<file path="src/hdl/gtr_pkg.sv">
// gtr_pkg: shared types, constants and the pixel address helper of the glyph text rasterizer
// depends on nothing; used by every module in hdl

package gtr_pkg;

    localparam int MAX_WIDTH     = 256;
    localparam int MAX_HEIGHT    = 64;
    localparam int FONT_BYTES    = 1024;
    localparam int GLYPH_ROWS    = 7;
    localparam int ROW_BYTES_MAX = (MAX_WIDTH + 7) / 8;
    localparam int FB_BYTES      = ROW_BYTES_MAX * MAX_HEIGHT;
    localparam int FB_AW         = $clog2(FB_BYTES);
    localparam int GL_AW         = $clog2(FONT_BYTES);
    localparam int ROW_W         = $clog2(GLYPH_ROWS);
    localparam int QUEUE_DEPTH   = 2;
    localparam int QPTR_W        = $clog2(QUEUE_DEPTH);
    localparam int MAX_GLYPH_W   = 8;

    typedef enum logic [2:0] {
        REG_FB_WIDTH      = 3'd0,
        REG_FB_HEIGHT     = 3'd1,
        REG_FIRST_CODE    = 3'd2,
        REG_LAST_CODE     = 3'd3,
        REG_GLYPH_WIDTH   = 3'd4,
        REG_GLYPH_SPACING = 3'd5,
        REG_GLYPH_BYTES   = 3'd6
    } reg_idx_t;

    typedef enum logic [1:0] {
        OP_PIXEL  = 2'd0,
        OP_CHAR   = 2'd1,
        OP_GLOAD  = 2'd2,
        OP_FBREAD = 2'd3
    } op_t;

    typedef enum logic [1:0] {
        ST_CLEAR,
        ST_IDLE,
        ST_GREAD,
        ST_COLS
    } back_state_t;

    // configuration as the datapath sees it, display sizes and glyph width already saturated
    typedef struct packed {
        logic [8:0] width;
        logic [6:0] height;
        logic [7:0] first_code;
        logic [7:0] last_code;
        logic [3:0] glyph_width;
        logic [2:0] glyph_spacing;
        logic [4:0] glyph_bytes;
    } cfg_t;

    typedef struct packed {
        logic             hit;
        logic [FB_AW-1:0] addr;
        logic [2:0]       bit_idx;
    } pix_t;

    typedef struct packed {
        op_t                op;
        pix_t               pix;
        logic               pixel_value;
        logic               start_text;
        logic [15:0]        pos_x;
        logic signed [15:0] pos_y;
        logic               char_ok;
        logic [12:0]        glyph_base;
        logic signed [15:0] clip_left;
        logic [11:0]        clip_span;
        logic [GL_AW-1:0]   glyph_addr;
        logic [7:0]         glyph_data;
        logic [FB_AW-1:0]   fb_addr;
    } cmd_t;

    typedef struct packed {
        logic empty;
        logic full;
    } qstat_t;

    // bounds check, mirrored x, byte address and msb-first bit of one pixel
    function automatic pix_t pixel_locate(logic signed [16:0] x, logic signed [16:0] y,
                                          logic [8:0] w, logic [6:0] h);
        pix_t       p;
        logic [8:0] mx;
        logic [9:0] wsum;
        logic [5:0] row_bytes;
        logic [11:0] row_off;
        p.hit     = (x >= 17'sd0) && (x < $signed({8'b0, w}))
                 && (y >= 17'sd0) && (y < $signed({10'b0, h}));
        mx        = w - 9'd1 - x[8:0];
        wsum      = {1'b0, w} + 10'd7;
        row_bytes = wsum[8:3];
        row_off   = y[5:0] * row_bytes;
        p.addr    = FB_AW'(row_off + {7'b0, mx[7:3]});
        p.bit_idx = mx[2:0];
        return p;
    endfunction

endpackage

</file>
<file path="src/hdl/gtr_front.sv">
// gtr_front: takes items on the command port, classifies them and fills the command queue
// depends on gtr_pkg

module gtr_front (
    input  logic                  start,
    output logic                  busy,
    input  logic [1:0]            kind,
    input  logic signed [15:0]    pos_x,
    input  logic signed [15:0]    pos_y,
    input  logic                  pixel_value,
    input  logic [7:0]            char_code,
    input  logic                  start_text,
    input  logic signed [15:0]    clip_left,
    input  logic [11:0]           clip_span,
    input  logic [9:0]            glyph_addr,
    input  logic [7:0]            glyph_data,
    input  logic [10:0]           fb_addr,
    input  gtr_pkg::cfg_t         cfg,
    input  logic                  clearing,
    input  gtr_pkg::qstat_t       qstat,
    output logic                  push,
    output gtr_pkg::cmd_t         cmd
);

    logic [7:0] code_off;

    assign busy     = clearing || qstat.full;
    assign push     = start && !busy;
    assign code_off = char_code - cfg.first_code;

    always_comb
    begin
        cmd.op          = gtr_pkg::op_t'(kind);
        cmd.pix         = gtr_pkg::pixel_locate({pos_x[15], pos_x}, {pos_y[15], pos_y},
                                                cfg.width, cfg.height);
        cmd.pixel_value = pixel_value;
        cmd.start_text  = start_text;
        cmd.pos_x       = pos_x;
        cmd.pos_y       = pos_y;
        // codes outside the font draw nothing and do not advance the cursor, though start_text still loads it
        cmd.char_ok     = (char_code >= cfg.first_code) && (char_code <= cfg.last_code);
        cmd.glyph_base  = cfg.glyph_bytes * code_off;
        cmd.clip_left   = clip_left;
        cmd.clip_span   = clip_span;
        cmd.glyph_addr  = glyph_addr;
        cmd.glyph_data  = glyph_data;
        cmd.fb_addr     = fb_addr;
    end

endmodule

</file>
<file path="config.mk">
export PLATFORM = sky130hd
export DESIGN_NAME = gtr_front
export DESIGN_NICKNAME = d
export VERILOG_FILES = /design/src/hdl/gtr_pkg.sv /design/src/hdl/gtr_front.sv
export SDC_FILE = /design/constraint.sdc
export NUM_CORES = 1
export LEC_CHECK = 0
export BUFFER_PORTS_ARGS = -buffer_cell sky130_fd_sc_hd__buf_4
export CORE_ASPECT_RATIO = 1.25
export CORE_MARGIN = 4
export CORE_UTILIZATION = 45
export DETAILED_ROUTE_END_ITERATION = 12
export GPL_TIMING_DRIVEN = 1
export PLACE_DENSITY = 0.81
export SLEW_MARGIN = 20
export SYNTH_ARGS = -nofsm -noshare
export SYNTH_HDL_FRONTEND = slang
export SYNTH_SLANG_ARGS = --single-unit
export TNS_END_PERCENT = 10
</file>
<file path="constraint.sdc">
create_clock -name vclk -period 8.97
set_input_delay 0 -clock vclk [all_inputs]
set_output_delay 0 -clock vclk [all_outputs]
set_load 0.005 [all_outputs]
</file>
* Word level (Yosys, flattened, before mapping)
Cells that the tools add are included.
Word-level totals: register bits 0, input bits 149
Operators by class: add/sub/neg operators 5, multipliers 2, $lt $le $gt $ge 6, reduce and logical (&&, ||, !) cells 7
Operator list (number):
- $ge 16x1->1 const B | 2
- $lt 16x10->1 | 1
- $lt 16x8->1 | 1
- $sub 8x8->8 | 2
- $mul 5x8->13 | 1
- $add 11x5->11 | 1
- $mul 6x6->11 | 1
- $add 9x3->9 const B | 1
- $ge 8x8->1 | 1
- $le 8x8->1 | 1
- $sub 8x1->8 const B | 1
- $logic_and 1x1->1 | 5
- $logic_not 1->1 | 1
- $logic_or 1x1->1 | 1

* Logic depth before layout (Yosys ltp)
depth in word-level cells 4, mapped depth 19, mapped depth without buffers 19

* Worst setup path after synthesis
No wires, ideal clock.
kind input to output, from input char_code[0], to output cmd[69] (netlist name), data arrival time 4.118 ns, data required time 8.970 ns, slack 4.852 ns, cell stages on the path 19, cell sequence inv_1 ha_1 inv_1 fa_1 a21o_1 a21oi_1 xnor2_1 and2_1 fa_1 fa_1 inv_1 fa_1 inv_1 ha_1 a2111oi_4 o211ai_2 a31o_1 a21oi_2 xor2_1
RTL lines:
- start, declared | RTL line gtr_front.sv:11 | input logic [7:0] char_code,
- end, declared | RTL line gtr_front.sv:22 | output gtr_pkg::cmd_t cmd

==> metrics.txt <==
P per Cell Area=184 nW/um2; port bufs=143; Synth Area in Simple Gates=0.173; layout cells sized above 1=0.253; Placed Instances=747; Crit-path slowest cell=o31ai_2; Post-route DRC=0; Max rail drop VDD=0.168 mV; worst rel slew slack=0.613; fillcell total=917; xor/xnor cell area share of the yosys netlist=0.0650; Yosys warning count=0; Max Fclk=0.215 GHz; largest family of logic cells by synthesized area=adder cells; area leader, netlist=ha_1; setup bufs post-CTS=0; mux share of post-synthesis cell area=0.0140; post-synthesis sequential area ratio=0; # hold bufs at CTS=0; GR Util All Layers=0.188; diode count=0; Core Region=9760 um2; 1st-iter DRT viols=75; multi-input logic area=3530 um2; FF+latch area=0 um2; post-synthesis compound-gate area fraction=0.119; Net Count, Synth=845; Chip Height=121 um; Pwr Total=935 uW; Routed WL=11.4 mm; Cell Rows=40; post-synthesis cell count=572; RePlAce Congestion=0.896; fin crit period=4660 ps; post-synthesis cell type count=48; via count=3,945; Crit Path Category=input pin to output port; Resize count post-CTS=0; DP Worst Slack=4320 ps; syn_area_per_cell=7.98 um2; max-slew violations=0; hold crit path type=input pin to output port; Final Core Density=0.522; initial antenna violation count=1; final net count=896; number of buffers and inverters on the critical path=3; Area Overhead vs Synth=11.6%; setup ws final=4310 ps; final setup fails=0; WL/cell=15.2 um; fin crit share=0.519; Worst EP arrival=4660 ps; first-pass GRT wire length=18.8 mm; max incr delay on CP=540 ps; Ports=273; die area=11,800 um2; vias in the first global route=4,144; die width=98.1 um; Setup crit start kind=input pin; Static Leak=0.00279 uW; effective utilization at floorplan=0.467; vias per cell=5.28; final hold violations=0; kind of end point of the critical path=output port; sequential cells=0; max cap viols=0; grt ovf=0; top-area cell type share of the netlist area=0.236; DP HPWL=10.3 mm; CP dominant cell by count=fa_1; cell breakdown of the critical path=buf_4 > o31ai_2 > nor2_1 > xnor2_1 > nand2_1 > fa_1 > inv_1 > fa_1 > fa_1 > ha_1 > ha_1 > a21oi_1 > nand2_1 > o21ai_0 > o21ai_0 > xnor2_1 > buf_4; fin cells=747; clkbuf count=0; CP max FO=6; Antenna Violating Nets Remaining=0; Worst Max-Slew Pin Slew=577 ps; Total Neg Setup Slack=0 ps; mapped cell area=4560 um2; Synth area leaders=ha_1 24%, fa_1 17%, buf_4 15%; Top delay family on crit path=adder cells; RSZ-0062 raised after global routing=false; post-synthesis adder-cell area fraction=0.403; largest net degree at the start of global routing=12; Pre-antenna DRT Iters=4; CP required=8970 ps; status=finished clean
## layout make-up
type               count  share of cell area
inverters             88              0.0649
multi-input cells    390               0.693
well taps            126              0.0310
repair buffers       143               0.211
## report_power, final
| part | internal (uW) | switching (uW) |
|---|---|---|
| sequential | 0 | 0 |
| combinational | 477 | 457 |
| clock | 0 | 0 |
## per-stage QoR
stage / hold slack [ps] / cell area (um2)
after floorplan: 70.7 / 4560
after global placement: 0.0346 / 5090
after detailed placement: 0.0346 / 5090
after CTS: 0.0346 / 5090
final: 0.00188 / 5090
after global routing: 0.00795 / 5090
## per-layer routing
| layer | global-route usage | vias to the layer above | wire, um |
|---|---|---|---|
| li1 | - | 1871 | - |
| met1 | 0.200 | 1828 | 4040 |
| met4 | 0.0805 | 2 | 547 |
| met2 | 0.355 | 189 | 5750 |
| met5 | 0 | - | 13 |
| met3 | 0.0404 | 55 | 1040 |
## final timing paths
path,start,to,slack [ps],cells past startpoint
setup / recovery,cfg[37],cmd[118],4310,17
hold / removal,clip_span[2],cmd[31],0.002,0
## Yosys cell counts, drive strengths merged, types with 4 or more instances
library cell	number
a21o	8
and2	31
ha	86
nor2	25
a211oi	5
nand2b	13
xnor2	26
inv	88
nor4	4
and3	5
xor2	7
o21a	5
nand2	33
buf	93
fa	38
nor2b	19
o21ai	22
nor3	6
a21oi	21
## cell families (layout without fill, tap and decap cells)
logic type	count (synthesis)	count (layout)
simple gates	150	150
mux	6	6
compound gates	77	77
xor+xnor	33	33
fa+ha+maj	124	124
buf+inv	182	231
## cells in the final DEF (no fill, tap or decap), types with 4 or more instances in the layout
master | Yosys | final
ha_1 | 86 | 86
a211oi_1 | 4 | 4
fa_1 | 38 | 38
nor2_1 | 25 | 25
xnor2_1 | 25 | 25
o21a_1 | 5 | 5
a21oi_1 | 20 | 20
and2_1 | 31 | 31
buf_4 | 93 | 143
o21ai_0 | 20 | 20
and3_1 | 5 | 5
nor3_1 | 6 | 6
nor2b_1 | 19 | 19
inv_1 | 88 | 88
xor2_1 | 7 | 7
nand2b_1 | 13 | 13
nand2_1 | 33 | 33
a21o_1 | 8 | 8
nor4_1 | 4 | 4
Power figures use the tool's default switching activity.
