**config.mk**
```make
export PLATFORM = sky130hd
export DESIGN_NAME = gtr_cmd_queue
export DESIGN_NICKNAME = d
export VERILOG_FILES = /design/src/hdl/gtr_pkg.sv /design/src/hdl/gtr_cmd_queue.sv
export SDC_FILE = /design/constraint.sdc
export NUM_CORES = 1
export LEC_CHECK = 0
export BUFFER_PORTS_ARGS = -buffer_cell sky130_fd_sc_hd__buf_2
export CORE_ASPECT_RATIO = 1.75
export CORE_MARGIN = 2
export CORE_UTILIZATION = 40
export DETAILED_ROUTE_END_ITERATION = 16
export HOLD_SLACK_MARGIN = 0.02
export REMOVE_ABC_BUFFERS = 1
export SETUP_SLACK_MARGIN = 0.1
export SYNTH_ARGS = -nofsm -noshare
export SYNTH_HDL_FRONTEND = slang
export SYNTH_SLANG_ARGS = --single-unit
```
**constraint.sdc**
```tcl
create_clock -name clk -period 12.86 [get_ports clk]
set_input_delay 1.286 -clock clk [delete_from_list [all_inputs] [get_ports clk]]
set_output_delay 1.286 -clock clk [all_outputs]
set_load 0.05 [all_outputs]
```
**src/hdl/gtr_pkg.sv**
```systemverilog
// gtr_pkg: shared types, constants and the pixel address helper of the glyph text rasterizer
// depends on nothing; used by every module in hdl

package gtr_pkg;

    localparam int MAX_WIDTH     = 256;
    localparam int MAX_HEIGHT    = 64;
    localparam int FONT_BYTES    = 1024;
    localparam int GLYPH_ROWS    = 7;
    localparam int ROW_BYTES_MAX = (MAX_WIDTH + 7) / 8;
    localparam int FB_BYTES      = ROW_BYTES_MAX * MAX_HEIGHT;
    localparam int FB_AW         = $clog2(FB_BYTES);
    localparam int GL_AW         = $clog2(FONT_BYTES);
    localparam int ROW_W         = $clog2(GLYPH_ROWS);
    localparam int QUEUE_DEPTH   = 2;
    localparam int QPTR_W        = $clog2(QUEUE_DEPTH);
    localparam int MAX_GLYPH_W   = 8;

    typedef enum logic [2:0] {
        REG_FB_WIDTH      = 3'd0,
        REG_FB_HEIGHT     = 3'd1,
        REG_FIRST_CODE    = 3'd2,
        REG_LAST_CODE     = 3'd3,
        REG_GLYPH_WIDTH   = 3'd4,
        REG_GLYPH_SPACING = 3'd5,
        REG_GLYPH_BYTES   = 3'd6
    } reg_idx_t;

    typedef enum logic [1:0] {
        OP_PIXEL  = 2'd0,
        OP_CHAR   = 2'd1,
        OP_GLOAD  = 2'd2,
        OP_FBREAD = 2'd3
    } op_t;

    typedef enum logic [1:0] {
        ST_CLEAR,
        ST_IDLE,
        ST_GREAD,
        ST_COLS
    } back_state_t;

    // configuration as the datapath sees it, display sizes and glyph width already saturated
    typedef struct packed {
        logic [8:0] width;
        logic [6:0] height;
        logic [7:0] first_code;
        logic [7:0] last_code;
        logic [3:0] glyph_width;
        logic [2:0] glyph_spacing;
        logic [4:0] glyph_bytes;
    } cfg_t;

    typedef struct packed {
        logic             hit;
        logic [FB_AW-1:0] addr;
        logic [2:0]       bit_idx;
    } pix_t;

    typedef struct packed {
        op_t                op;
        pix_t               pix;
        logic               pixel_value;
        logic               start_text;
        logic [15:0]        pos_x;
        logic signed [15:0] pos_y;
        logic               char_ok;
        logic [12:0]        glyph_base;
        logic signed [15:0] clip_left;
        logic [11:0]        clip_span;
        logic [GL_AW-1:0]   glyph_addr;
        logic [7:0]         glyph_data;
        logic [FB_AW-1:0]   fb_addr;
    } cmd_t;

    typedef struct packed {
        logic empty;
        logic full;
    } qstat_t;

    // bounds check, mirrored x, byte address and msb-first bit of one pixel
    function automatic pix_t pixel_locate(logic signed [16:0] x, logic signed [16:0] y,
                                          logic [8:0] w, logic [6:0] h);
        pix_t       p;
        logic [8:0] mx;
        logic [9:0] wsum;
        logic [5:0] row_bytes;
        logic [11:0] row_off;
        p.hit     = (x >= 17'sd0) && (x < $signed({8'b0, w}))
                 && (y >= 17'sd0) && (y < $signed({10'b0, h}));
        mx        = w - 9'd1 - x[8:0];
        wsum      = {1'b0, w} + 10'd7;
        row_bytes = wsum[8:3];
        row_off   = y[5:0] * row_bytes;
        p.addr    = FB_AW'(row_off + {7'b0, mx[7:3]});
        p.bit_idx = mx[2:0];
        return p;
    endfunction

endpackage

```
**src/hdl/gtr_cmd_queue.sv**
```systemverilog
// gtr_cmd_queue: short command fifo between the front and the back
// depends on gtr_pkg

module gtr_cmd_queue (
    input  logic            clk,
    input  logic            rst_n,
    input  logic            push,
    input  gtr_pkg::cmd_t   push_cmd,
    input  logic            pop,
    output gtr_pkg::cmd_t   head,
    output gtr_pkg::qstat_t qstat
);

    gtr_pkg::cmd_t                 entry_reg [gtr_pkg::QUEUE_DEPTH];
    logic [gtr_pkg::QPTR_W-1:0]    wr_ptr_reg, wr_ptr_next;
    logic [gtr_pkg::QPTR_W-1:0]    rd_ptr_reg, rd_ptr_next;
    logic [gtr_pkg::QPTR_W:0]      count_reg, count_next;

    assign head        = entry_reg[rd_ptr_reg];
    assign qstat.empty = (count_reg == '0);
    assign qstat.full  = (count_reg == (gtr_pkg::QPTR_W + 1)'(gtr_pkg::QUEUE_DEPTH));

    always_comb
    begin
        wr_ptr_next = wr_ptr_reg;
        rd_ptr_next = rd_ptr_reg;
        count_next  = count_reg;
        if (push)
        begin
            wr_ptr_next = (wr_ptr_reg == gtr_pkg::QPTR_W'(gtr_pkg::QUEUE_DEPTH - 1))
                        ? '0 : wr_ptr_reg + 1'b1;
        end
        if (pop)
        begin
            rd_ptr_next = (rd_ptr_reg == gtr_pkg::QPTR_W'(gtr_pkg::QUEUE_DEPTH - 1))
                        ? '0 : rd_ptr_reg + 1'b1;
        end
        if (push && !pop)
        begin
            count_next = count_reg + 1'b1;
        end
        else if (pop && !push)
        begin
            count_next = count_reg - 1'b1;
        end
    end

    always_ff @(posedge clk or negedge rst_n)
    begin
        if (!rst_n)
        begin
            wr_ptr_reg <= '0;
            rd_ptr_reg <= '0;
            count_reg  <= '0;
        end
        else
        begin
            wr_ptr_reg <= wr_ptr_next;
            rd_ptr_reg <= rd_ptr_next;
            count_reg  <= count_next;
        end
    end

    always_ff @(posedge clk)
    begin
        if (push)
        begin
            entry_reg[wr_ptr_reg] <= push_cmd;
        end
    end

endmodule

```
Yosys cells after proc, flatten, opt, wreduce, memory -nomap -nowiden

Memories as Yosys holds them, arrays and structs flattened.
Cells that the tools add are included.

Register bits after elaboration: 4
Bits in writable memories: 244
Output and inout bits: 124
Memories: 1

Memory list:

| name      | words | bits a word | rd ports | clocked after memory_dff | wr ports | line                | text |
|---|---|---|---|---|---|---|---|
| entry_reg | 2     | 122         | 1        | 0                        | 1        | gtr_cmd_queue.sv:14 | `gtr_pkg::cmd_t entry_reg [gtr_pkg::QUEUE_DEPTH];` |

Add/subtract/negate cells: 4
Equality and inequality tests: 1
Multiplexer cells: 6
Reductions and logical operators: 6

Operator list:

| kind                  | count |
|---|---|
| $mux W1               | 4 |
| $mux W2               | 2 |
| $add A1 B1 Y1 const B | 2 |
| $add A2 B1 Y2 const B | 1 |
| $eq A2 B2 Y1 const B  | 1 |
| $logic_and A1 B1 Y1   | 2 |
| $logic_not A1 Y1      | 2 |
| $logic_not A2 Y1      | 1 |
| $reduce_bool A2 Y1    | 1 |
| $sub A2 B1 Y2 const B | 1 |

Longest topological paths before layout

Gate-level depths: netlist (run 1).

Depth after elaboration: 4
Depth in mapped cells: 5

Worst setup path before layout (run 1)

OpenSTA, ideal clock, no wires.

Path type: in2reg
Start: in push
End: mem entry_reg[0][0] (netlist name) (enable)
Setup time: 619 ps
Arrival: 6578 ps
Required time: 12241 ps
Slack: 5663 ps
Stages on the path: 1
Cell sequence: nor2b_1

Word-level cells in the longest chain between the ends: 2

Ends and longest elaborated chain:

| item                          | line                | text |
|---|---|---|
| start: declaration            | gtr_cmd_queue.sv:7  | `input logic push,` |
| $mux W1                       | gtr_cmd_queue.sv:66 | `if (push)` |
| $mux W1 (implied by the code) | gtr_cmd_queue.sv:68 | `entry_reg[wr_ptr_reg] <= push_cmd;` |
| end: declaration              | gtr_cmd_queue.sv:14 |  |

Every way passes these cells.

==> impl_metrics.json, run 1 <==
{
  "grt_max_degree": 78,
  "synth.distinct_cells": 14,
  "cts_made_buffers": 23,
  "hold_class": "reg -> reg",
  "gp_congestion": 0.720,
  "die_y_um": 205,
  "drt-pass1-iter-count": 4,
  "drive_gt1_share_pct": 60.8,
  "cts.sinks": 248,
  "yosys_warnings": 0,
  "worstSetupEndpointType": "primary output",
  "outcome": "completed",
  "clk_latency_ns": 0.52,
  "dieArea_mm2": 0.0245,
  "port_buffers": 249,
  "nNetsFinal": 787,
  "period_minus_slack_ns": 4.58,
  "cp.required_ns": 11.57,
  "grt_overflow": 0,
  "ctsResizeCount": 0,
  "internal-power_mw": 1.91,
  "p_per_area_mw_per_mm2": 269,
  "yosysSeqAreaShare_pct": 80.0,
  "dpl-instance-area_mm2": 0.0108,
  "die-width_um": 119,
  "viasPerCell": 4.65,
  "num_rows": 73,
  "synth_seq_cells": 248,
  "sw_frac_of_total_pct": 38.9,
  "maxCapViolCount": 0,
  "ant_nets": 0,
  "finClkSkew_ns": 0.0106,
  "netlist_area_mm2": 0.00928,
  "hold_violations": 0,
  "path_max_fanout": 77,
  "setup_violations": 0,
  "grt_pass1_wl_um": 27400,
  "clk_path_buf_depth": 3,
  "via_count": 4537,
  "setup_slack_ns": 8.28,
  "h-tree-depth": 1,
  "grt_util_all_layers_pct": 14.7,
  "p_clk_share_pct": 23.9,
  "cts_tree": "yes",
  "antenna_found_initial": 3,
  "path_clk_slew_ns": 0.07,
  "start_kind": "flip-flop",
  "area_growth_syn_to_layout_pct": 25.5,
  "syn_inst": 396,
  "core_area_mm2": 0.0227,
  "drc_errors": 0,
  "tightestPinTransition_ns": 1.26,
  "power_frac_comb_pct": 39.3,
  "final_max_slew_viol_count": 0,
  "cts_setup_buffers": 0,
  "ctsHoldBuffers": 0,
  "grt_pass1_vias": 5026,
  "utilization_pct": 51.2,
  "stdcell_area_mm2": 0.0116,
  "place_ws_ns": 8.76,
  "path_class": "reg -> out",
  "power.leakage_nw": 4.56,
  "ios": 250,
  "start_util_pct": 40.8,
  "root_buffer": "clkbuf_16",
  "dp_hpwl_um": 12200,
  "max-vdd-ir-drop_uv": 196,
  "rsz0062_at_grt": "false",
  "p_switching_mw": 1.22,
  "timing.fmax_mhz": 218,
  "wire_per_inst_um": 18.7,
  "finalSetupTns_ns": 0,
  "period_share_pct": 35.6,
  "avgSynthCellArea_um2": 23.4,
  "arrival_ns": 3.30,
  "p_seq_share_pct": 36.8,
  "slew-limit-headroom_pct": 16.2,
  "drt-total-wl_um": 18200,
  "drt_iter0_drc": 323,
  "largest_reg_flops": 244
}
[critical path, cell delays in order, from the launching register on]
cell     delay [ns]
dfrtp_4        0.97
buf_4          0.96
mux2_2         0.43
buf_2          0.21
[synthesized netlist by cell type]
cell,count,area (um2)
edfxtp_1,244,7330
nor2_1,2,7.51
xor2_1,4,35.0
mux2_2,52,586
buf_6,8,90.1
mux2_4,70,1050
dfrtp_1,4,100
nor2b_1,2,12.5
ha_1,1,12.5
buf_8,1,15.0
xnor2_1,1,8.76
inv_1,1,3.75
buf_2,5,25.0
and2_1,1,6.26
[stage by stage]
step                      instances  hold WS (ns)  power (mW)
final                           976         0.515        3.13
after global routing            976         0.534        3.25
after CTS                       974         0.514        3.18
after detailed placement        935         0.500        2.42
after global placement          935         0.470        2.40
after floorplan                 382         0.455        2.21
[final timing paths]
check / from / end / slack [ns] / cells past startpoint
max: rd_ptr_reg / head[21] / 8.28 / 3
min: count_reg[1] / count_reg[1] / 0.51 / 1
max reg2reg: wr_ptr_reg / entry_reg[0][96] / 10.43 / 3
min reg2reg: count_reg[1] / count_reg[1] / 0.51 / 1
max in group asynchronous: rst_n / rd_ptr_reg / 12.16 / 1
min in group asynchronous: rst_n / rd_ptr_reg / 0.56 / 1
[power by group through the flow]
| stage | clock network [mW] | logic, mW | registers (mW) |
|---|---|---|---|
| after global placement | 0 | 1.24 | 1.16 |
| after global routing | 0.793 | 1.28 | 1.17 |
| final | 0.748 | 1.23 | 1.15 |
| after detailed placement | 0 | 1.25 | 1.17 |
| after floorplan | 0 | 1.00 | 1.21 |
| after CTS | 0.768 | 1.25 | 1.16 |
[routing by layer]
layer / vias up / GRT usage (%) / wire length (um)
met4: 2 / 7.48 / 745
met5: - / 0 / 7
met3: 36 / 2.61 / 996
met2: 151 / 28.6 / 10500
li1: 2099 / - / -
met1: 2249 / 14.7 / 5970
[final cells by class]
type / count / area (um2)
antenna: 2 / 5.00
clock buffer: 26 / 587
clock inverter: 13 / 241
fill: 1898 / 11100
inverter: 1 / 3.75
multi-input combinational: 133 / 1730
sequential: 248 / 7430
tap: 300 / 375
timing repair buffer: 253 / 1280
[kinds of logic after synthesis]
logic type	count (synthesis)	synth area share, %
and+or+nand+nor	5	0.283
adders and majority gates	1	0.135
xor gates and xnor gates	5	0.472
muxes	122	17.6
buffers and inverters	15	1.44
DFF	248	80.0
[cells in the final DEF (no fill, tap or decap)]
cell type / n
nor2b_4: 1
xor2_1: 4
buf_4: 4
inv_6: 1
nor2b_1: 1
diode_2: 2
dfrtp_4: 1
xnor2_1: 1
clkbuf_1: 3
clkinv_1: 4
inv_1: 1
buf_2: 249
bufinv_16: 7
clkinvlp_4: 1
edfxtp_1: 244
mux2_2: 52
clkbuf_16: 23
mux2_4: 70
and2_4: 1
dfrtp_1: 3
nor2_1: 2
ha_1: 1
Power figures use the tool's default switching activity.
==> run 2: changes to the inputs <==
--- a/config.mk
+++ b/config.mk
@@ -11,6 +11,7 @@
 export CORE_UTILIZATION = 40
 export DETAILED_ROUTE_END_ITERATION = 16
 export HOLD_SLACK_MARGIN = 0.02
+export PLACE_DENSITY = 0.66
 export REMOVE_ABC_BUFFERS = 1
 export SETUP_SLACK_MARGIN = 0.1
 export SYNTH_ARGS = -nofsm -noshare
==> constraint.sdc (replaced) <==
create_clock -name clk -period 3.95 [get_ports clk]
set_input_delay 0.395 -clock clk [delete_from_list [all_inputs] [get_ports clk]]
set_output_delay 0.395 -clock clk [all_outputs]
set_load 0.05 [all_outputs]
==> run 2 against run 1 <==
Against the previous run:
- die area stayed put
- sequential share of layout area is 0.17 points lower
- non-clock buffer count is 2 higher
==> impl_metrics.json, run 2 (synthesized netlist as in run 1, its figures left out) <==
{
  "outcome": "completed",
  "slew-limit-headroom_pct": 46.1,
  "period_minus_slack_ns": 2.45,
  "stdcell_area_mm2": 0.0117,
  "ant_nets": 0,
  "dp_hpwl_um": 12300,
  "nFillCells": 1851,
  "max-vdd-ir-drop_uv": 550,
  "dieArea_mm2": 0.0245,
  "cp.required_ns": 3.56,
  "setup_violations": 0,
  "utilization_pct": 51.4,
  "final_max_slew_viol_count": 0,
  "max_stage_delay_ns": 0.44,
  "multi_input_area_mm2": 0.00173,
  "grt_use_met3_pct": 3.16,
  "sw_frac_of_total_pct": 39.7,
  "drive_gt1_share_pct": 61.3,
  "finClkSkew_ns": 0.00607,
  "top_usage_layer": "met2",
  "tightestPinTransition_ns": 0.807,
  "r2r_setup_slack_ns": 1.97,
  "final_common_cell": "buf_2",
  "grt_util_all_layers_pct": 14.3,
  "gp_congestion": 0.730,
  "place_ws_ns": 1.80,
  "via_count": 4601,
  "placed_cells_incl_taps": 936,
  "grt_use_met1_pct": 14.0,
  "period_share_pct": 62.1,
  "path_clk_slew_ns": 0.06,
  "antenna_found_initial": 5,
  "drc_errors": 0,
  "setup_slack_ns": 1.50,
  "port_buffers": 249,
  "grt_pass1_vias": 5009,
  "reg2reg_depth": 2,
  "die_y_um": 205,
  "r2r_end": "entry_reg[0][21]",
  "layout_common_cells": "buf_2, edfxtp_1, mux2_4",
  "p_per_area_mw_per_mm2": 862,
  "num_rows": 73,
  "root_buffer": "clkbuf_16",
  "hold_class": "in -> reg",
  "cts_made_buffers": 23,
  "power_frac_comb_pct": 41.5,
  "hold_violations": 0,
  "min_path_cells": 1,
  "rsz0062_at_grt": "false",
  "maxCapViolCount": 0,
  "wire_per_inst_um": 18.5,
  "holdWs_ns": 0.0752,
  "nNetsFinal": 789,
  "fin_cells": 984,
  "p_clk_share_pct": 22.5,
  "timing.fmax_mhz": 408,
  "dpl-instance-area_mm2": 0.0109,
  "clk_path_buf_depth": 3,
  "finalPower_mw": 10.1,
  "min_to": "entry_reg[1][67]",
  "grt_max_degree": 78,
  "register_area_mm2": 0.00743,
  "start_kind": "flip-flop",
  "h-tree-depth": 1,
  "drt_iter0_drc": 215,
  "viasPerCell": 4.68,
  "p_seq_share_pct": 36.0,
  "crit_slowest_cell": "dfrtp_4",
  "cts.sinks": 248,
  "reg2reg_from": "wr_ptr_reg",
  "drt-pass1-iter-count": 4,
  "grt_overflow": 0,
  "internal-power_mw": 6.07,
  "drt-total-wl_um": 18300,
  "p_switching_mw": 3.99,
  "hold_path.startpoint": "push_cmd[67]",
  "worstSetupEndpointType": "primary output",
  "arrival_ns": 2.06,
  "path_max_fanout": 77,
  "area_growth_syn_to_layout_pct": 25.9,
  "die-width_um": 119,
  "largest_reg_flops": 244,
  "power.leakage_nw": 4.57,
  "ios": 250,
  "path_class": "reg -> out",
  "finalSetupTns_ns": 0,
  "core_area_mm2": 0.0227,
  "use_met2_pct": 28.0,
  "start_util_pct": 40.8,
  "cp_cell_sequence": "buf_12 -> mux2_2 -> buf_2",
  "grt_pass1_wl_um": 26800,
  "clk_latency_ns": 0.50,
  "cts_tree": "yes"
}
run 2: worst max-delay path by stage:
stage                             to        from  slack, ns
floorplan            entry_reg[0][0]  wr_ptr_reg      -2.46
global placement    entry_reg[0][48]        push       1.88
detailed placement  entry_reg[0][24]        push       1.80
CTS                         head[14]  rd_ptr_reg       1.47
global route               head[100]  rd_ptr_reg       1.41
finish                     head[106]  rd_ptr_reg       1.50
run 2: metal layers:
layer / share of wire, % / vias to the layer above
li1: - / 2113
met5: 0.071 / -
met4: 3.8 / 2
met3: 5.7 / 42
met1: 33 / 2285
met2: 58 / 159
run 2: power groups by stage:
| stage | Sequential [mW] | Clock (mW) | Combinational, mW |
|---|---|---|---|
| after CTS | 3.63 | 2.33 | 4.24 |
| after global routing | 3.67 | 2.42 | 4.35 |
| after floorplan | 3.94 | 0 | 3.27 |
| final | 3.62 | 2.27 | 4.17 |
| after global placement | 3.65 | 0 | 4.19 |
| after detailed placement | 3.69 | 0 | 4.23 |
run 2: critical path: cells and delay by family (launching register included):
family                 cells  cell delay [ns]
muxes                      1             0.40
DFF                        1             0.44
buffers and inverters      2             0.58
run 2: what timing repair did:
action | 4_1_cts | 5_1_grt
resized for setup | 0 | 0
hold buffers | 1 | 0
endpoints found under the hold margin | 4 | 0
endpoints found under the setup margin | 0 | 0
buffers inserted | 0 | 0
run 2: cell type report:
class	instances	area share, %
Antenna cell	5	0.107
Clock buffer	26	5.02
Clock inverter	16	1.69
Inverter	1	0.0321
Multi-Input combinational cell	133	14.8
Sequential cell	248	63.6
Tap cell	300	3.21
Timing Repair Buffer	255	11.5
